===== config.mk =====
export PLATFORM = sky130hd
export DESIGN_NAME = stall_detect_moving_average_hysteresis
export DESIGN_NICKNAME = d
export VERILOG_FILES = /design/src/sv/sdma_pkg.sv /design/src/sv/stall_detect_moving_average_hysteresis.sv /design/src/sv/sdma_ram.sv /design/src/sv/sdma_isqrt.sv
export SDC_FILE = /design/constraint.sdc
export NUM_CORES = 2
export LEC_CHECK = 0
export ABC_AREA = 1
export BUFFER_PORTS_ARGS = -buffer_cell sky130_fd_sc_hd__buf_2
export CAP_MARGIN = 25
export CORE_ASPECT_RATIO = 0.6
export CORE_MARGIN = 2
export CORE_UTILIZATION = 50
export CTS_CLUSTER_SIZE = 30
export DETAILED_ROUTE_END_ITERATION = 10
export PLACE_DENSITY = 0.64
export SLEW_MARGIN = 20
export SYNTH_ARGS = -nofsm -noshare
export SYNTH_HDL_FRONTEND = slang
export SYNTH_SLANG_ARGS = --single-unit

===== constraint.sdc =====
create_clock -name clk -period 6.8 [get_ports clk]
set_input_delay 1.36 -clock clk [delete_from_list [all_inputs] [get_ports clk]]
set_output_delay 1.36 -clock clk [all_outputs]
set_load 0.1 [all_outputs]

===== src/sv/sdma_pkg.sv =====
// ----------------------------------------------------------------------------
// sdma_pkg
// Shared widths, constants and types of the stall detector.
// ----------------------------------------------------------------------------
package sdma_pkg;

  localparam int VEL_W = 16;          // one velocity component
  localparam int MAG_W = 16;          // magnitude, floor square root
  localparam int SQ_W  = 2 * MAG_W;   // sum of the three squares
  localparam int THR_W = 16;          // stall threshold register

  // Hysteresis factors: the sum is scaled by ten and compared against
  // nine or eleven times the threshold times the window length.
  localparam int SCALE_SUM = 10;
  localparam int SCALE_LO  = 9;
  localparam int SCALE_HI  = 11;

  typedef enum logic [2:0] {
    ST_IDLE,
    ST_SQ,
    ST_ROOT,
    ST_UPD,
    ST_CMP
  } sdma_state_t;

  // Status returned by the square root unit.
  typedef struct packed {
    logic             done;
    logic [MAG_W-1:0] root;
  } sdma_sqrt_sts_t;

endpackage


===== src/sv/stall_detect_moving_average_hysteresis.sv =====
// ----------------------------------------------------------------------------
// stall_detect_moving_average_hysteresis
// Speed magnitude, moving average over a ring memory, hysteresis stall flag.
// ----------------------------------------------------------------------------
//
//  Channel  Direction  Payload (lowest bit first)
//  in_      slave      vel_x[15:0], vel_y[31:16], vel_z[47:32]
//  out_     master     stuck[0], mode[1], mode_changed[2], magnitude[18:3]
//  cfg_     slave      stall_threshold[15:0]
//
// From acceptance to the next acceptance, when the result register is free,
// an item passes through the squares on one shared multiplier, the
// bit-per-cycle square root unit as it runs its sixteen steps and raises
// done, the ring update and the threshold compare, and then back to idle,
// where the next item is accepted. The result waits in an output register,
// so a new item is accepted while it is still held; only the compare stage
// stalls when the previous result has not been taken. Reset is synchronous;
// no clearing pass is needed, since a flag marks when the ring has wrapped.
// ----------------------------------------------------------------------------
module stall_detect_moving_average_hysteresis
  import sdma_pkg::*;
#(
  parameter int WINDOW = 128
) (
  input  logic        clk,
  input  logic        rst_n,
  // Velocity items: vel_x[15:0], vel_y[31:16], vel_z[47:32]
  input  logic        in_tvalid,
  output logic        in_tready,
  input  logic [47:0] in_tdata,
  // Results: stuck[0], mode[1], mode_changed[2], magnitude[18:3], zero pad
  output logic        out_tvalid,
  input  logic        out_tready,
  output logic [23:0] out_tdata,
  // Threshold write: stall_threshold[15:0]
  input  logic        cfg_valid,
  output logic        cfg_ready,
  input  logic [15:0] cfg_data
);

  localparam int PTR_W = $clog2(WINDOW);
  localparam int SUM_W = PTR_W + MAG_W;
  localparam int CMP_W = SUM_W + 4;

  sdma_state_t state_r, state_nxt;

  // Captured components of the item in work.
  logic signed [VEL_W-1:0] vx_r, vy_r, vz_r;

  // Square and accumulate on one multiplier.
  logic [1:0]              cnt_r, cnt_nxt;
  logic signed [VEL_W-1:0] comp_sel;
  logic [SQ_W-1:0]         prod_r, prod_nxt;
  logic [SQ_W-1:0]         acc_r, acc_nxt;

  // Ring bookkeeping.
  logic [PTR_W-1:0] ptr_r, ptr_nxt;
  logic             filled_r, filled_nxt;
  logic [SUM_W-1:0] sum_r, sum_nxt;
  logic [MAG_W-1:0] mag_r, mag_nxt;
  logic [MAG_W-1:0] old_mag;

  // Flags and configuration.
  logic             stuck_r, stuck_nxt;
  logic             mode_r, mode_nxt;
  logic [THR_W-1:0] thr_r;

  // Output register.
  logic             out_valid_r, out_valid_nxt;
  logic [23:0]      out_data_r, out_data_nxt;

  // Compare terms.
  logic [CMP_W-1:0] sum10, lim, lim_lo, lim_hi;

  logic             accept;
  logic             sqrt_start;
  sdma_sqrt_sts_t   sqrt_sts;
  logic             ram_we;
  logic [MAG_W-1:0] ram_rd_data;

  assign accept    = in_tvalid && in_tready;
  assign in_tready = (state_r == ST_IDLE);
  assign cfg_ready = 1'b1;

  // The slot about to be overwritten is read as soon as the item arrives;
  // the read data holds until the ring update uses it.
  sdma_ram #(
    .WIDTH (MAG_W),
    .DEPTH (WINDOW)
  ) u_ring (
    .clk     (clk),
    .wr_en   (ram_we),
    .wr_addr (ptr_r),
    .wr_data (mag_r),
    .rd_en   (accept),
    .rd_addr (ptr_r),
    .rd_data (ram_rd_data)
  );

  sdma_isqrt u_isqrt (
    .clk      (clk),
    .rst_n    (rst_n),
    .start    (sqrt_start),
    .radicand (acc_nxt),
    .sts      (sqrt_sts)
  );

  // Before the first wrap a slot has never been written and counts as zero.
  assign old_mag = filled_r ? ram_rd_data : '0;

  always_comb begin
    case (cnt_r)
      2'd0:    comp_sel = vx_r;
      2'd1:    comp_sel = vy_r;
      2'd2:    comp_sel = vz_r;
      default: comp_sel = '0;
    endcase
  end

  always_comb begin
    sum10  = CMP_W'(sum_r) * CMP_W'(SCALE_SUM);
    lim    = CMP_W'(thr_r) * CMP_W'(WINDOW);
    lim_lo = lim * CMP_W'(SCALE_LO);
    lim_hi = lim * CMP_W'(SCALE_HI);
  end

  always_comb begin
    state_nxt     = state_r;
    cnt_nxt       = cnt_r;
    prod_nxt      = SQ_W'($signed(comp_sel) * $signed(comp_sel));
    acc_nxt       = acc_r;
    ptr_nxt       = ptr_r;
    filled_nxt    = filled_r;
    sum_nxt       = sum_r;
    mag_nxt       = mag_r;
    stuck_nxt     = stuck_r;
    mode_nxt      = mode_r;
    out_valid_nxt = out_valid_r;
    out_data_nxt  = out_data_r;
    sqrt_start    = 1'b0;
    ram_we        = 1'b0;

    if (out_valid_r && out_tready) begin
      out_valid_nxt = 1'b0;
    end

    case (state_r)
      ST_IDLE: begin
        if (accept) begin
          cnt_nxt   = '0;
          acc_nxt   = '0;
          state_nxt = ST_SQ;
        end
      end
      ST_SQ: begin
        // The product of the previous cycle joins the accumulator.
        if (cnt_r != 2'd0) begin
          acc_nxt = acc_r + prod_r;
        end
        cnt_nxt = cnt_r + 2'd1;
        if (cnt_r == 2'd3) begin
          sqrt_start = 1'b1;
          state_nxt  = ST_ROOT;
        end
      end
      ST_ROOT: begin
        if (sqrt_sts.done) begin
          mag_nxt   = sqrt_sts.root;
          state_nxt = ST_UPD;
        end
      end
      ST_UPD: begin
        ram_we  = 1'b1;
        sum_nxt = SUM_W'(sum_r - SUM_W'(old_mag) + SUM_W'(mag_r));
        if (ptr_r == PTR_W'(WINDOW - 1)) begin
          ptr_nxt    = '0;
          filled_nxt = 1'b1;
        end else begin
          ptr_nxt = PTR_W'(ptr_r + 1'b1);
        end
        state_nxt = ST_CMP;
      end
      ST_CMP: begin
        // Wait here until the output register is free.
        if (!out_valid_r || out_tready) begin
          if (!stuck_r) begin
            stuck_nxt = (sum10 < lim_lo);
          end else begin
            stuck_nxt = !(sum10 > lim_hi);
          end
          // The mode simply follows the flag after its update.
          mode_nxt      = stuck_nxt;
          out_valid_nxt = 1'b1;
          out_data_nxt  = {5'b00000, mag_r, (mode_r != stuck_nxt), stuck_nxt, stuck_nxt};
          state_nxt     = ST_IDLE;
        end
      end
      default: begin
        state_nxt = ST_IDLE;
      end
    endcase
  end

  always_ff @(posedge clk) begin
    if (!rst_n) begin
      state_r     <= ST_IDLE;
      cnt_r       <= '0;
      ptr_r       <= '0;
      filled_r    <= 1'b0;
      sum_r       <= '0;
      stuck_r     <= 1'b0;
      mode_r      <= 1'b0;
      thr_r       <= '0;
      out_valid_r <= 1'b0;
    end else begin
      state_r     <= state_nxt;
      cnt_r       <= cnt_nxt;
      ptr_r       <= ptr_nxt;
      filled_r    <= filled_nxt;
      sum_r       <= sum_nxt;
      stuck_r     <= stuck_nxt;
      mode_r      <= mode_nxt;
      out_valid_r <= out_valid_nxt;
      if (cfg_valid && cfg_ready) begin
        thr_r <= cfg_data;
      end
    end
  end

  always_ff @(posedge clk) begin
    if (accept) begin
      vx_r <= in_tdata[15:0];
      vy_r <= in_tdata[31:16];
      vz_r <= in_tdata[47:32];
    end
    prod_r     <= prod_nxt;
    acc_r      <= acc_nxt;
    mag_r      <= mag_nxt;
    out_data_r <= out_data_nxt;
  end

  assign out_tvalid = out_valid_r;
  assign out_tdata  = out_data_r;

endmodule


===== src/sv/sdma_ram.sv =====
// ----------------------------------------------------------------------------
// sdma_ram
// Generic single-write, single-read RAM with a registered read port.
// ----------------------------------------------------------------------------
module sdma_ram #(
  parameter int WIDTH = 16,
  parameter int DEPTH = 128
) (
  input  logic                     clk,
  input  logic                     wr_en,
  input  logic [$clog2(DEPTH)-1:0] wr_addr,
  input  logic [WIDTH-1:0]         wr_data,
  input  logic                     rd_en,
  input  logic [$clog2(DEPTH)-1:0] rd_addr,
  output logic [WIDTH-1:0]         rd_data
);

  logic [WIDTH-1:0] mem [DEPTH];
  logic [WIDTH-1:0] rd_data_r;

  always_ff @(posedge clk) begin
    if (wr_en) begin
      mem[wr_addr] <= wr_data;
    end
    if (rd_en) begin
      rd_data_r <= mem[rd_addr];
    end
  end

  assign rd_data = rd_data_r;

endmodule


===== src/sv/sdma_isqrt.sv =====
// ----------------------------------------------------------------------------
// sdma_isqrt
// Iterative integer square root, one result bit per cycle.
// ----------------------------------------------------------------------------
module sdma_isqrt
  import sdma_pkg::*;
(
  input  logic            clk,
  input  logic            rst_n,
  input  logic            start,
  input  logic [SQ_W-1:0] radicand,
  output sdma_sqrt_sts_t  sts
);

  localparam int CNT_W = $clog2(MAG_W);
  localparam int REM_W = MAG_W + 2;

  logic [SQ_W-1:0]  rad_r, rad_nxt;
  logic [REM_W-1:0] rem_r, rem_nxt;
  logic [MAG_W-1:0] q_r, q_nxt;
  logic [CNT_W-1:0] cnt_r, cnt_nxt;
  logic             busy_r, busy_nxt;
  logic             done_r, done_nxt;

  logic [REM_W+1:0] rem_sh;
  logic [REM_W+1:0] trial;

  always_comb begin
    rad_nxt  = rad_r;
    rem_nxt  = rem_r;
    q_nxt    = q_r;
    cnt_nxt  = cnt_r;
    busy_nxt = busy_r;
    done_nxt = 1'b0;
    // Bring down the next two radicand bits and try a one in the root.
    rem_sh   = {rem_r, rad_r[SQ_W-1 -: 2]};
    trial    = {2'b00, q_r, 2'b01};
    if (start) begin
      rad_nxt  = radicand;
      rem_nxt  = '0;
      q_nxt    = '0;
      cnt_nxt  = '0;
      busy_nxt = 1'b1;
    end else if (busy_r) begin
      if (rem_sh >= trial) begin
        rem_nxt = REM_W'(rem_sh - trial);
        q_nxt   = {q_r[MAG_W-2:0], 1'b1};
      end else begin
        rem_nxt = REM_W'(rem_sh);
        q_nxt   = {q_r[MAG_W-2:0], 1'b0};
      end
      rad_nxt = {rad_r[SQ_W-3:0], 2'b00};
      cnt_nxt = CNT_W'(cnt_r + 1'b1);
      if (cnt_r == CNT_W'(MAG_W - 1)) begin
        busy_nxt = 1'b0;
        done_nxt = 1'b1;
      end
    end
  end

  always_ff @(posedge clk) begin
    if (!rst_n) begin
      busy_r <= 1'b0;
      done_r <= 1'b0;
      cnt_r  <= '0;
    end else begin
      busy_r <= busy_nxt;
      done_r <= done_nxt;
      cnt_r  <= cnt_nxt;
    end
  end

  always_ff @(posedge clk) begin
    rad_r <= rad_nxt;
    rem_r <= rem_nxt;
    q_r   <= q_nxt;
  end

  assign sts.done = done_r;
  assign sts.root = q_r;

endmodule

==> results.md <==
* Worst Setup SP: cnt_r[0]
* # DRC at 0
* Total Wirelength at 323.6 mm
* Seq/Total Area, Yosys at 64.58%
* GP Congestion at 0.9954
* Yosys top cell by area: edfxtp_1
* Gr ovfl total at 0
* Final core utilization at 56.08%
* EDFF count, synth at 2,178
* Hold path startpoint: u_isqrt.q_r[0]
* Vias in the first global route at 67.91k
* Later-pin clock latency in the skew report at 0.87 ns
* Part of the cycle the worst path needs at 96.33%
* Clock slew at reported path FFs at 0.07 ns
* Crit path max fanout at 16
* Syn avg cell area at 11.53 um^2
* Max Fclk at 152.7 MHz
* Vias at 72.61k
* Crit start category: register
* Setup crit end kind: register
* IO Count at 96
* Worst EP required at 7.55 ns
* Hpwl dp at 206.6 mm
* Gate Count Post-Synth at 9,206
* #FFs+latches synth at 2,335
* Count of input and output buffers at 89
* First-pass GRT wire length at 466.8 mm
* Most common cell after layout, fill and taps aside: nand2_1
* R2r setup slk at 0.25 ns
* Area grow syn2layout at 11.02%
* Endpoints failing setup at 0
* Commonest cells after routing, fill and taps aside: 2,707 x nand2_1, 2,178 x edfxtp_1, 888 x inv_1, 529 x nor2_1, 315 x nand4_1
* Final Max Slew Viols at 0
* Critical Path AT at 7.30 ns
* Synth unique cells at 62
* Status: complete, no violations
* Async set or reset register ratio after synthesis at 0%
* Top cell type's share of synthesized area at 61.61%
* Reg2reg path depth at 26
* Clk Tree Root Cell: clkbuf_16
* Yosys warning total at 0
* Die height at 360.9 um
* Worst r2r dst: prod_r[24]
* Largest net degree at the start of global routing at 131
* Crit path time final at 6.550 ns
* Worst-margin pin slew at 1.191 ns
* H-tree Lvls at 4
* Die width at 598.8 um
* Nets at 10.16k
* Clock sinks at 2,335
* Ranking of synthesized cells by area: edfxtp_1 62%, nand2_1 9.6%, fa_1 5.0%
* Slew HR at 19.75%
* FF-to-FF Start: cnt_r[0]
* Vias/cell at 5.802
* Hold slack at 0.4306 ns
* CTS Buf Count at 213
* Core Rows at 130
* Remaining antenna violation count after routing at 0
* Setup TNS at 0 ns
* End point of the critical path: prod_r[24]
* Full die area at 216,100 um^2
* Initial Util at 50.51%
* Final hold vios at 0
* Max Buffers Root-to-Sink at 4
* Max Cap Violations at 0
* Pre-Repair DR Iteration Count at 6
* Hold Path Class: reg -> reg
* RSZ-0062 raised after global routing: yes
* Critical path class: reg -> reg
* Cell Area, Synth at 106,100 um^2
* Clk_skew at 0.04901 ns
* Initial antenna violation count at 8
* Share of post-route cells with drive strength above 1 at 8.267%
* GRT Total Usage at 29.59%
* Wire per inst at 25.85 um
* TritonCTS clock tree: done
* Core ar. at 210,200 um^2
* Number of DRC markers in iteration 0 at 11.37k
* Dominant synthesized flop cell: edfxtp_1
-- layout make-up --
cell class              instances  area [um^2]
multi-input cells            5644        32590
repair buffers                404         3004
fillers                     17470        92300
inverters                     914         3472
clock buffers                 265         5618
clock inverters               115         1065
well taps                    2838         3551
diodes                          1        2.502
flip-flops and latches       2335        68550
-- cells by family (layout without fill, tap and decap cells) --
family	Yosys count	count (layout)	share of synthesized area [%]
adders and majority gates	575	575	8.638
DFF	2335	2335	64.58
and+or+nand+nor	3953	3953	15.30
buffers and inverters	1231	1698	4.919
AOI/OAI and AO/OA	996	996	5.619
other	2	7	0.007075
xor gates and xnor gates	114	114	0.9406
-- metal layers --
metal  vias to the layer above  share of wire, %  track usage [%]
met5                         -              0.19            1.842
met4                        11               1.8            5.622
met3                       392                15            9.914
met2                      4464                39            38.67
met1                     35550                44            47.19
li1                      32190                 -                -
-- through the flow --
step | setup slack, ns | area [um^2] | std cells
after floorplan | 0.3674 | 106200 | 9210
after global placement | -0.03903 | 110900 | 12130
after detailed placement | -0.1187 | 111000 | 12130
after CTS | 0.01998 | 117700 | 12510
after global routing | -0.008292 | 117800 | 12520
final | 0.2498 | 117800 | 12520
-- Yosys cell counts, types with 9 or more instances --
cell type,count
o21ai_0,246
dfxtp_1,157
ha_1,312
o22ai_1,16
xor2_1,75
o21a_1,11
inv_1,890
inv_2,17
xnor2_1,39
clkbuf_1,68
edfxtp_1,2178
nor3_1,40
o211ai_1,13
nand3_1,286
nor2_1,549
a21o_1,17
nor4_1,9
fa_1,263
buf_2,176
a21oi_1,295
o21ai_1,65
o21bai_1,22
buf_6,33
nand4_1,315
buf_4,32
a22oi_1,253
a31oi_1,17
nand2_1,2716
-- worst max-delay path, cell delays in order, from the launching register on --
cell     delay (ns)
dfxtp_2        0.36
inv_1          0.09
ha_1           0.19
buf_6          0.18
nand2_1        0.08
nand3_1        0.10
nand2_1        0.19
inv_1          0.36
nand2_1        0.13
fa_1           0.54
fa_1           0.44
fa_1           0.52
inv_1          0.06
fa_1           0.49
fa_1           0.49
inv_1          0.05
fa_1           0.48
inv_1          0.04
ha_2           0.40
nand2_1        0.07
nand2_1        0.19
nand2_1        0.08
a21oi_1        0.38
nor2_1         0.08
nand3_1        0.20
a21oi_1        0.11
xnor2_1        0.13
-- flip-flops by register name, summed over array words and instances (netlist names), 3 cells and up --
signal          cells
u_ring.mem       2048
acc_r              32
u_isqrt.rad_r      32
prod_r             31
sum_r              23
out_tdata          18
u_isqrt.rem_r      18
mag_r              16
thr_r              16
u_isqrt.q_r        16
u_ring.rd_data     16
vx_r               16
vy_r               16
vz_r               16
ptr_r               7
u_isqrt.cnt_r       4
state_r             3
-- repair_timing --
item	in CTS	in global routing
hold buffers	0	0
hold endpoints to repair	0	0
pin swaps	0	1
cloned	0	0
endpoints found under the setup margin	10	18
buffers inserted	0	1
gates resized for setup	4	40
-- worst min-delay path by stage --
stage,end,cells past startpoint
6_report,mag_r[0],0
5_1_grt,mag_r[0],0
4_1_cts,mag_r[0],0
3_5_place_dp,mag_r[0],0
3_3_place_gp,mag_r[1],0
2_1_floorplan,mag_r[0],0
Power is left out: the tool's default activity adds up to more than one toggle a clock period on the data nets, which glitch-free logic cannot reach.
